--- config.mk ---
export PLATFORM = sky130hd
export DESIGN_NAME = fnv1a_64_digest_expander
export DESIGN_NICKNAME = d
export VERILOG_FILES = /design/src/design/fnv_pkg.sv /design/src/design/fnv_queue.sv /design/src/design/fnv_front.sv /design/src/design/fnv_back.sv /design/src/design/fnv1a_64_digest_expander.sv
export SDC_FILE = /design/constraint.sdc
export NUM_CORES = 1
export LEC_CHECK = 0
export CORE_MARGIN = 8
export CORE_UTILIZATION = 45
export CTS_CLUSTER_DIAMETER = 40
export DETAILED_ROUTE_END_ITERATION = 6
export DONT_BUFFER_PORTS = 1
export GPL_TIMING_DRIVEN = 0
export SLEW_MARGIN = 40
export SYNTH_ARGS = -nofsm -noshare
export SYNTH_HDL_FRONTEND = slang
export SYNTH_SLANG_ARGS = --single-unit
--- constraint.sdc ---
create_clock -name clk -period 5.4 [get_ports clk]
set_input_delay 1.08 -clock clk [delete_from_list [all_inputs] [get_ports clk]]
set_output_delay 1.08 -clock clk [all_outputs]
set_load 0.005 [all_outputs]
--- src/design/fnv_pkg.sv ---
`timescale 1ns / 1ps
`default_nettype none

package fnv_pkg;

	// FNV-1a 64-bit constants
	localparam logic [63:0] FNV_BASIS = 64'd14695981039346656037;
	// prime = 2^40 + 0x1b3, so the multiply is a shift plus a small constant product
	localparam int unsigned PRIME_SHIFT = 40;
	localparam logic [8:0] PRIME_LOW = 9'h1b3;

	localparam logic [63:0] GOLDEN = 64'h9e3779b97f4a7c15;

	// Default length counter width
	localparam int unsigned LENGTH_BITS_DEF = 32;

	// Pending digests between front and back
	localparam int unsigned QUEUE_DEPTH = 2;

	// Number of words in one digest
	localparam int unsigned DIGEST_WORDS = 4;

	// Per-word mask constant: golden ratio times (k+1), mod 2^64
	localparam logic [63:0] GOLDEN_TERM [DIGEST_WORDS] = '{
		GOLDEN,
		64'(GOLDEN * 64'd2),
		64'(GOLDEN * 64'd3),
		64'(GOLDEN * 64'd4)
	};

	// Per-word length shift: 7k mod 24
	localparam logic [4:0] LEN_SHIFT [DIGEST_WORDS] = '{5'd0, 5'd7, 5'd14, 5'd21};

	typedef struct packed {
		logic [7:0] data_byte;
		logic       byte_valid;
		logic       end_of_message;
	} msg_word_t;

	typedef struct packed {
		logic [63:0] digest_word;
		logic [1:0]  word_number;
		logic        final_word;
	} dig_word_t;

endpackage

`default_nettype wire

--- src/design/fnv_queue.sv ---
`timescale 1ns / 1ps
`default_nettype none

module fnv_queue import fnv_pkg::*; #(
	parameter int unsigned WIDTH = 96,
	parameter int unsigned DEPTH = QUEUE_DEPTH
) (
	input  wire logic             clk,
	input  wire logic             arst_n,
	input  wire logic             push,
	input  wire logic [WIDTH-1:0] push_data,
	output logic                  full,
	input  wire logic             pop,
	output logic [WIDTH-1:0]      head,
	output logic                  empty
);

	localparam int unsigned PTR_BITS = (DEPTH > 1) ? $clog2(DEPTH) : 1;
	localparam int unsigned CNT_BITS = $clog2(DEPTH + 1);

	logic [WIDTH-1:0]    entry_q [DEPTH];
	logic [PTR_BITS-1:0] wr_ptr_q;
	logic [PTR_BITS-1:0] rd_ptr_q;
	logic [CNT_BITS-1:0] count_q;

	assign full  = (count_q == CNT_BITS'(DEPTH));
	assign empty = (count_q == '0);
	assign head  = entry_q[rd_ptr_q];

	// Store pushed word
	always_ff @(posedge clk) begin
		if (push) begin
			entry_q[wr_ptr_q] <= push_data;
		end
	end

	// Advance pointers and track fill
	always_ff @(posedge clk or negedge arst_n) begin
		if (!arst_n) begin
			wr_ptr_q <= '0;
			rd_ptr_q <= '0;
			count_q  <= '0;
		end else begin
			if (push) begin
				wr_ptr_q <= (wr_ptr_q == PTR_BITS'(DEPTH - 1)) ? '0 : wr_ptr_q + 1'b1;
			end
			if (pop) begin
				rd_ptr_q <= (rd_ptr_q == PTR_BITS'(DEPTH - 1)) ? '0 : rd_ptr_q + 1'b1;
			end
			case ({push, pop})
				2'b10:   count_q <= count_q + 1'b1;
				2'b01:   count_q <= count_q - 1'b1;
				default: count_q <= count_q;
			endcase
		end
	end

endmodule

`default_nettype wire

--- src/design/fnv_front.sv ---
`timescale 1ns / 1ps
`default_nettype none

module fnv_front import fnv_pkg::*; #(
	parameter int unsigned LENGTH_BITS = LENGTH_BITS_DEF
) (
	input  wire logic                      clk,
	input  wire logic                      arst_n,
	input  wire logic                      msg_valid,
	output logic                           msg_stall,
	input  wire msg_word_t                 msg,
	input  wire logic                      q_full,
	output logic                           q_push,
	output logic [64+LENGTH_BITS-1:0]      q_data
);

	logic [63:0]            hash_q;
	logic [LENGTH_BITS-1:0] len_q;
	logic                   accept;
	logic [63:0]            mixed;
	logic [63:0]            hash_next;
	logic [LENGTH_BITS-1:0] len_next;

	// Hold the source while the digest queue is full
	assign msg_stall = q_full;
	assign accept    = msg_valid && !msg_stall;

	// Absorb one byte: xor, then multiply by 2^40 + 0x1b3 mod 2^64
	always_comb begin
		mixed     = hash_q ^ {56'd0, msg.data_byte};
		hash_next = hash_q;
		len_next  = len_q;
		if (msg.byte_valid) begin
			hash_next = (mixed << PRIME_SHIFT) + 64'(mixed * {55'd0, PRIME_LOW});
			if (len_q != '1) begin
				len_next = len_q + 1'b1;
			end
		end
	end

	// Hand finished message state to the back end
	assign q_push = accept && msg.end_of_message;
	assign q_data = {hash_next, len_next};

	// Update running state, re-arm after end of message
	always_ff @(posedge clk or negedge arst_n) begin
		if (!arst_n) begin
			hash_q <= FNV_BASIS;
			len_q  <= '0;
		end else if (accept) begin
			if (msg.end_of_message) begin
				hash_q <= FNV_BASIS;
				len_q  <= '0;
			end else begin
				hash_q <= hash_next;
				len_q  <= len_next;
			end
		end
	end

endmodule

`default_nettype wire

--- src/design/fnv_back.sv ---
`timescale 1ns / 1ps
`default_nettype none

module fnv_back import fnv_pkg::*; #(
	parameter int unsigned LENGTH_BITS = LENGTH_BITS_DEF
) (
	input  wire logic                      clk,
	input  wire logic                      arst_n,
	input  wire logic                      q_empty,
	input  wire logic [64+LENGTH_BITS-1:0] q_head,
	output logic                           q_pop,
	output logic                           dig_valid,
	input  wire logic                      dig_stall,
	output dig_word_t                      dig
);

	logic                   dig_valid_q;
	dig_word_t              dig_q;
	logic [1:0]             word_q;
	logic                   advance;
	logic                   emit;
	logic [63:0]            head_hash;
	logic [LENGTH_BITS-1:0] head_len;
	logic [63:0]            len_term;
	dig_word_t              word_next;

	assign head_hash = q_head[64+LENGTH_BITS-1:LENGTH_BITS];
	assign head_len  = q_head[LENGTH_BITS-1:0];

	// Output register is free when empty or being taken
	assign advance = !dig_valid_q || !dig_stall;
	assign emit    = advance && !q_empty;
	assign q_pop   = emit && (word_q == 2'(DIGEST_WORDS - 1));

	// Build the current digest word from the queue head
	always_comb begin
		len_term              = 64'(head_len) << LEN_SHIFT[word_q];
		word_next.digest_word = head_hash ^ GOLDEN_TERM[word_q] ^ len_term;
		word_next.word_number = word_q;
		word_next.final_word  = (word_q == 2'(DIGEST_WORDS - 1));
	end

	// Load payload
	always_ff @(posedge clk) begin
		if (emit) begin
			dig_q <= word_next;
		end
	end

	// Advance word counter and output valid
	always_ff @(posedge clk or negedge arst_n) begin
		if (!arst_n) begin
			dig_valid_q <= 1'b0;
			word_q      <= '0;
		end else if (advance) begin
			dig_valid_q <= !q_empty;
			if (!q_empty) begin
				word_q <= word_q + 1'b1;
			end
		end
	end

	assign dig_valid = dig_valid_q;
	assign dig       = dig_q;

endmodule

`default_nettype wire

--- src/design/fnv1a_64_digest_expander.sv ---
`timescale 1ns / 1ps
`default_nettype none

// FNV-1a 64-bit hash with a 32-byte digest. Takes one word per cycle while
// not stalled (one message byte, or a bare end marker) and updates the running
// hash in that same cycle with a single xor, shift and small constant product.
// On end of message the final hash and byte count go into a two-entry queue;
// the back end turns each queued entry into four 64-bit digest words, one per
// cycle while dig_stall is low, word 0 first. The input stalls only while two
// finished digests still wait in the queue. The length counter is LENGTH_BITS
// wide and saturates.
module fnv1a_64_digest_expander import fnv_pkg::*; #(
	parameter int unsigned LENGTH_BITS = LENGTH_BITS_DEF
) (
	input  wire logic      clk,
	input  wire logic      arst_n,
	input  wire logic      msg_valid,
	output logic           msg_stall,
	input  wire msg_word_t msg,
	output logic           dig_valid,
	input  wire logic      dig_stall,
	output dig_word_t      dig
);

	localparam int unsigned ENTRY_BITS = 64 + LENGTH_BITS;

	logic                  q_push;
	logic [ENTRY_BITS-1:0] q_data;
	logic                  q_full;
	logic                  q_pop;
	logic [ENTRY_BITS-1:0] q_head;
	logic                  q_empty;

	fnv_front #(
		.LENGTH_BITS(LENGTH_BITS)
	) u_front (
		.clk      (clk),
		.arst_n   (arst_n),
		.msg_valid(msg_valid),
		.msg_stall(msg_stall),
		.msg      (msg),
		.q_full   (q_full),
		.q_push   (q_push),
		.q_data   (q_data)
	);

	fnv_queue #(
		.WIDTH(ENTRY_BITS),
		.DEPTH(QUEUE_DEPTH)
	) u_queue (
		.clk      (clk),
		.arst_n   (arst_n),
		.push     (q_push),
		.push_data(q_data),
		.full     (q_full),
		.pop      (q_pop),
		.head     (q_head),
		.empty    (q_empty)
	);

	fnv_back #(
		.LENGTH_BITS(LENGTH_BITS)
	) u_back (
		.clk      (clk),
		.arst_n   (arst_n),
		.q_empty  (q_empty),
		.q_head   (q_head),
		.q_pop    (q_pop),
		.dig_valid(dig_valid),
		.dig_stall(dig_stall),
		.dig      (dig)
	);

`ifndef SYNTH
	// A finalized message is queued right after its end marker is taken
	a_final_queued: assert property (@(posedge clk) disable iff (!arst_n)
		msg_valid && !msg_stall && msg.end_of_message |=> !q_empty)
		else $error("end of message accepted but digest queue empty");

	// Digest words of one message follow without a gap
	a_burst_continues: assert property (@(posedge clk) disable iff (!arst_n)
		dig_valid && !dig_stall && !dig.final_word |=> dig_valid)
		else $error("digest burst broken before final word");

	// Word numbers step by one within a digest
	a_word_order: assert property (@(posedge clk) disable iff (!arst_n)
		dig_valid && !dig_stall && !dig.final_word
		|=> dig.word_number == 2'($past(dig.word_number) + 2'd1))
		else $error("digest word out of order");

	// Each queue pop loads the final word of a digest
	a_pop_on_final: assert property (@(posedge clk) disable iff (!arst_n)
		q_pop |=> dig_valid && dig.final_word)
		else $error("queue popped without a final digest word");
`endif

endmodule

`default_nettype wire

==> metrics.md, run 1 <==
| Metric | Value |
|---|---|
| CP max stage delay | 0.65 ns |
| Routed vias | 21,700 |
| Max Clock Skew | 0.0293 ns |
| Largest net degree at the start of global routing | 104 |
| Footprint of the multi-input gates | 19,400 um^2 |
| Top post-synthesis cells by area | edfxtp_1 (26%), fa_1 (14%), ha_1 (8.6%) |
| DRT Pass-1 Iters | 5 |
| Endpoints failing setup | 55 |
| WP buf/inv | 3 |
| FF/Latch Area | 10,400 um^2 |
| Post-synth cell types | 84 |
| CP Cell Sequence | ha_4 -> xor2_1 -> ha_1 -> fa_1 -> fa_1 -> inv_1 -> fa_1 -> inv_2 -> ha_4 -> buf_8 -> a21oi_4 -> o211ai_1 -> a32oi_2 -> nor3_2 -> o21ai_2 -> or3b_4 -> a41o_1 -> o41ai_2 -> xnor2_1 -> mux2_4 |
| Synth top area share | 0.262 |
| DRC Markers | 0 |
| CP max FO | 7 |
| WP data required | 5.70 ns |
| Initial antenna violation count | 2 |
| Syn Area/Cell | 10.5 um^2 |
| Vias/cell | 5.58 |
| Final period util | 1.06 |
| FP Rows | 94 |
| Top_reg_cell synth | edfxtp_1 |
| Startpoint types | register |
| CP top delay family | adder cells |
| Most common cell after layout, fill and taps aside | inv_1 |
| Mapped cell area | 29,700 um^2 |
| Routed WL | 96,600 um |
| Syn nets | 3,245 |
| Max-cap violations | 0 |
| Maximum clock frequency | 174 MHz |
| Crit. End Element | register |
| Global-route usage over all layers | 0.253 |
| CP dominant cell by count | fa_1 |
| Clock sinks | 362 |
| Htree depth | 2 |
| DP Worst Slack | -1.46 ns |
| R2R cell count | 20 |
| Core area | 65,500 um^2 |
| Die area | 74,400 um^2 |
| Seq cells post-synth | 362 |
| Critical path type | reg2reg |
| Failing checks | negative setup slack |
| Post-Syn Instances | 2,817 |
| EDFF count, synth | 259 |
| Final Instance Count excl. Fillers | 3,889 |
| RSZ-0062 raised after global routing | true |
| Final #Nets | 3,413 |
| Slew HR | 0.419 |
| Port bufs | 0 |
| Final hold viol count | 0 |
| Fill cell count | 5,559 |
| Routability cong. | 1.02 |
| Reg2Reg Setup Slack | -0.34 ns |
| Number of global-route vias before repair | 21,900 |
| Die height | 273 um |
| Run status | finished, violations left |
| Area leader, netlist | edfxtp_1 |
| Worst Hold Class | in2async |
| Iteration-0 DRC Markers | 1,739 |
| R2R Path Start | u_front.hash_q[39] |
| Cts bufs inserted | 43 |
| I/O pin count | 83 |
| Critical path arrival | 6.04 ns |
| Reg clk slew, reported paths | 0.06 ns |
| Starting density of the core | 0.453 |
| R2R Path End | u_queue.entry_q[1][95] |
| Worst-Margin Slew | 0.863 ns |
| CTS tree | done |
| Minimum clock period | 5.74 ns |
| Final ANT Viol Nets | 0 |
| Final worst setup slack | -0.341 ns |
| Commonest cells after routing, fill and taps aside | inv_1 (427), edfxtp_1 (259), fa_1 (202) |
| GR Overflow Total | 0 |
| Layout area overhead | 21.0% |
| Critical path's slowest cell | dfstp_2 |
| WL per Instance | 24.8 um |
| First-pass GRT wire length | 142,000 um |
| Fraction of registers with async set/reset | 0.285 |
| Layout cell share with drive strength beyond 1 | 0.238 |
| HPWL after DPL | 77,400 um |
| Clock latency on the worst-skew pair | 0.56 ns |
| Placed Cells incl. Taps | 3,694 |
| Maximum buffer depth of the clock tree | 3 |
| Die Wd | 273 um |
| Final Max Tran Viols | 0 |
| Register area share after synthesis | 0.350 |
| CTS root buf | clkbuf_16 |
| Synth warnings | 0 |
worst max-delay path by stage:
stage	start	end	slack, ns	cells past startpoint
floorplan	msg[9]	u_queue.entry_q[0][95]	-0.57	22
global placement	msg[6]	u_queue.entry_q[0][95]	-1.49	19
detailed placement	msg[6]	u_queue.entry_q[1][95]	-1.46	19
CTS	u_front.hash_q[37]	u_queue.entry_q[1][95]	-0.35	21
global route	u_front.hash_q[17]	u_queue.entry_q[1][95]	-0.44	19
finish	u_front.hash_q[39]	u_queue.entry_q[1][95]	-0.34	20
per-layer routing:
layer / vias to the layer above / part of all wire / track usage
li1: 9833 / - / -
met1: 10900 / 0.44 / 0.352
met2: 779 / 0.46 / 0.408
met3: 165 / 0.067 / 0.0349
met4: 0 / 0.036 / 0.0820
met5: - / 0 / 0
final cells by class:
cell class	count	area share
multi-input cells	1864	0.539
flip-flops and latches	362	0.290
inverters	461	0.0484
repair buffers	146	0.0370
clock buffers	55	0.0318
well taps	864	0.0301
plain buffers	107	0.0152
clock inverters	25	0.00725
diodes	5	0.000349
cells by family after synthesis:
kind of cell               synth area share
adders and majority gates             0.228
DFF                                   0.350
buffers and inverters                0.0765
xor gates and xnor gates             0.0809
muxes                                0.0912
AOI/OAI and AO/OA                    0.0941
and+or+nand+nor                      0.0792
what timing repair did:
action | 4_1_cts | 5_1_grt
setup buffers | 86 | 49
setup endpoints to repair | 114 | 104
hold buffers | 0 | 0
pin swaps | 77 | 73
gates resized for setup | 311 | 139
synth_stat cells, types with 6 or more instances:
cell,count
inv_1,456
edfxtp_1,259
fa_1,210
ha_1,204
xnor2_1,187
nand2_1,172
nor2_1,164
a21oi_1,144
mux2i_1,127
o21ai_0,118
xor2_1,87
clkbuf_1,86
dfrtp_1,75
mux2_2,64
a21o_1,41
nor3_1,37
mux4_2,31
dfstp_2,28
nand3_1,27
nand4_1,24
a22o_1,21
buf_2,19
buf_1,18
and3_1,17
o22ai_1,16
a211oi_1,13
nor2b_1,13
o22a_1,12
a31oi_1,11
a21boi_0,7
nor3b_1,7
o211ai_1,7
o21a_1,7
or2_2,7
and2_1,6
o21bai_1,6
or3_1,6
registers in the layout, summed over array words and instances (netlist names):
name	cells
u_queue.entry_q	192
u_back.dig	67
u_front.hash_q	64
u_front.len_q	32
u_back.word_q	2
u_queue.count_q	2
u_back.dig_valid	1
u_queue.rd_ptr_q	1
u_queue.wr_ptr_q	1
stage by stage:
stage | instance area (um^2) | hold slack [ns] | setup TNS (ns) | utilization
finish | 35900 | 0.216 | -7.53 | 0.548
global route | 35900 | 0.195 | -14.54 | 0.548
CTS | 34800 | 0.186 | -5.86 | 0.531
detailed placement | 31300 | 0.487 | -121.55 | 0.478
global placement | 31000 | 0.480 | -352.24 | 0.474
floorplan | 29900 | 0.464 | -10.64 | -
worst reg2reg max path, delay by kind of cell, from the launching register on:
kind / cells / cell delay [ns]
XOR/XNOR: 2 / 0.30
AO/OA/AOI/OAI: 6 / 1.25
AND/OR/NAND/NOR: 2 / 0.51
adder cells (fa/ha/maj): 6 / 2.25
buffers and inverters: 3 / 0.23
flip-flops: 1 / 0.65
multiplexers: 1 / 0.29
Power of run 1 is left out: the tool's default activity adds up to more than one toggle a clock period on the data nets, which glitch-free logic cannot reach.
==> run 2: changes to the inputs <==
ABC_AREA = 1   (was unset)
==> run 2 against run 1 <==
  * The flow now finishes without violations
  * Clock skew up 0.0015 ns
  * Synthesized cell count up 45%
  * Area after synthesis grew 9.6%
  * Critical endpoint is now u_queue.entry_q[1][88]
  * Highest routed layer unchanged
==> metrics.md, run 2 <==
| Metric | Value |
|---|---|
| RSZ-0062 raised after global routing | true |
| Synth top area share | 0.239 |
| Maximum clock frequency | 188 MHz |
| Worst-Margin Slew | 0.935 ns |
| First-pass GRT wire length | 164,000 um |
| GR Overflow Total | 0 |
| Top_reg_cell synth | edfxtp_1 |
| Layout Utilization | 0.509 |
| Die area | 81,100 um^2 |
| Maximum buffer depth of the clock tree | 3 |
| DRT Pass-1 Iters | 5 |
| Largest net degree at the start of global routing | 104 |
| Reg clk slew, reported paths | 0.07 ns |
| Vias/cell | 5.14 |
| Compound-Gate Fraction of Synth Area | 0.0616 |
| Top post-synthesis cells by area | edfxtp_1 (24%), nand2_1 (13%), fa_1 (13%) |
| CTS root buf | clkbuf_16 |
| CP max FO | 4 |
| Post-Syn Instances | 4,093 |
| Die Wd | 285 um |
| Adder-Cell Fraction of Synth Area | 0.208 |
| Worst Hold Class | in2async |
| Slew HR | 0.370 |
| WL per Instance | 21.2 um |
| Most flop-heavy register | u_queue.entry_q |
| Mapped cell area | 32,500 um^2 |
| Final #Nets | 4,596 |
| Cts bufs inserted | 49 |
| Fill cell count | 6,941 |
| Final period util | 0.983 |
| Commonest cells after routing, fill and taps aside | nand2_1 (1,148), inv_1 (883), nand3_1 (279) |
| Synth warnings | 0 |
| Routability cong. | 1.03 |
| Area leader, netlist | edfxtp_1 |
| Syn nets | 4,521 |
| Layout cell share with drive strength beyond 1 | 0.0981 |
| Placed Cells incl. Taps | 5,055 |
| Port bufs | 0 |
| Top cells by count, synth | nand2_1 (1,155), inv_1 (889), nand3_1 (297) |
| Final worst setup slack | 0.0927 ns |
| WP data required | 5.72 ns |
| CTS tree | done |
| Core area | 71,500 um^2 |
| Routed WL | 109,000 um |
| Fraction of registers with async set/reset | 0.285 |
| Layout area overhead | 11.9% |
| DP Worst Slack | -1.27 ns |
| Final hold viol count | 0 |
| Xor and xnor area share after synthesis | 0.0590 |
| Starting density of the core | 0.455 |
| I/O pin count | 83 |
| Htree depth | 2 |
| Max Clock Skew | 0.0308 ns |
| Initial antenna violation count | 0 |
| FP Rows | 98 |
| Global-route usage over all layers | 0.266 |
| Largest register FFs | 192 |
| Max-cap violations | 0 |
| Critical path type | reg2reg |
| Most common cell after layout, fill and taps aside | nand2_1 |
| Setup TNS | 0 ns |
| Crit. End Element | register |
| Clock latency on the worst-skew pair | 0.60 ns |
| Final Max Tran Viols | 0 |
| Final ANT Viol Nets | 0 |
| Post-Synth Simple-Gate Area | 0.228 |
| Most frequent cell after synthesis | nand2_1 |
| Syn Area/Cell | 7.94 um^2 |
| Run status | finished clean |
| Multiplexer area fraction after synthesis | 0.00277 |
| ANT cells | 0 |
| Die height | 285 um |
| HPWL after DPL | 92,600 um |
| Seq cells post-synth | 362 |
| Number of global-route vias before repair | 26,300 |
| Clock sinks | 362 |
| Post-synth cell types | 57 |
| Register area share after synthesis | 0.320 |
| Minimum clock period | 5.31 ns |
| Endpoints failing setup | 0 |
| Final Instance Count excl. Fillers | 5,159 |
| Routed vias | 26,500 |
| Iteration-0 DRC Markers | 2,179 |
| DRC Markers | 0 |
| EDFF count, synth | 259 |
| Largest family of logic cells by synthesized area | simple AND/OR/NAND/NOR gates |
| Startpoint types | register |
| Critical path arrival | 5.62 ns |
## run 2: cell count changes in the layout (fill, tap and decap cells not counted), sizes merged, moves of 52 or more
cell and delta:
nand3 +272, mux2 -65, mux2i -118, inv +440, buf -96, or2 +52
a21oi -89, nand2 +991, xor2 +74, xnor2 -130
## run 2: stage by stage
| stage | cell area [um^2] | hold WS (ns) |
|---|---|---|
| finish | 36400 | 0.168 |
| global route | 36400 | 0.137 |
| global placement | 33700 | 0.474 |
| floorplan | 32500 | 0.462 |
| detailed placement | 34000 | 0.499 |
| CTS | 35900 | 0.144 |
## run 2: repair_timing
item	CTS	global route
gates resized for setup	42	100
gates cloned	0	0
hold buffers	0	0
pin swaps	5	8
endpoints found under the setup margin	149	137
buffers inserted	4	9
## run 2: cell type report
type | instances | area (um^2) | share of cell area
multi-input combinational | 2725 | 18800 | 0.518
clock inverter | 42 | 440 | 0.0121
inverter | 896 | 3370 | 0.0928
sequential | 362 | 10400 | 0.286
timing repair buffer | 25 | 333 | 0.00915
clock buffer | 50 | 1250 | 0.0344
buffer | 109 | 554 | 0.0152
tap | 950 | 1190 | 0.0327
## run 2: logic make-up (layout without fill, tap and decap cells)
family          after synthesis  after routing
xor+xnor                    218            218
compound gates              317            317
simple gates               1767           1767
fa+ha+maj                   414            414
buf+inv                    1006           1122
mux                           9              9
flops                       362            362
## run 2: final timing paths
kind / start / cells after the start / to / slack [ns]
worst max-delay path: u_front.hash_q[15] / 21 / u_queue.entry_q[1][88] / 0.09
worst min-delay path: arst_n / 0 / u_front.len_q[26] / 0.17
worst max register to register: u_front.hash_q[15] / 21 / u_queue.entry_q[1][88] / 0.09
worst min register to register: u_back.dig_valid / 2 / u_back.dig_valid / 0.53
max in group asynchronous: arst_n / 0 / u_front.hash_q[59] / 4.90
min in group clk: u_back.dig_valid / 2 / u_back.dig_valid / 0.53
## run 2: worst max-delay path, cell delays in order (launching register included)
cell     delay, ns
dfrtp_1       0.51
ha_1          0.39
inv_1         0.10
fa_1          0.51
inv_1         0.05
fa_1          0.49
inv_1         0.05
fa_1          0.51
inv_1         0.05
ha_1          0.28
ha_1          0.44
nand2_1       0.14
nor2_1        0.26
nand2_1       0.17
nor2_1        0.18
nand2_1       0.07
nand3_1       0.17
nand2_1       0.20
nand2_1       0.11
nand2_1       0.06
nand3_2       0.15
nand2_1       0.12
## run 2: metal layers
metal  track usage  vias up  wire length, um
met3        0.0286      179             5470
met1         0.369    12700            50200
met2         0.421      762            48300
met5             0        -                0
met4         0.113        0             5280
li1              -    12900                -
Power of run 2 is left out for the same reason.
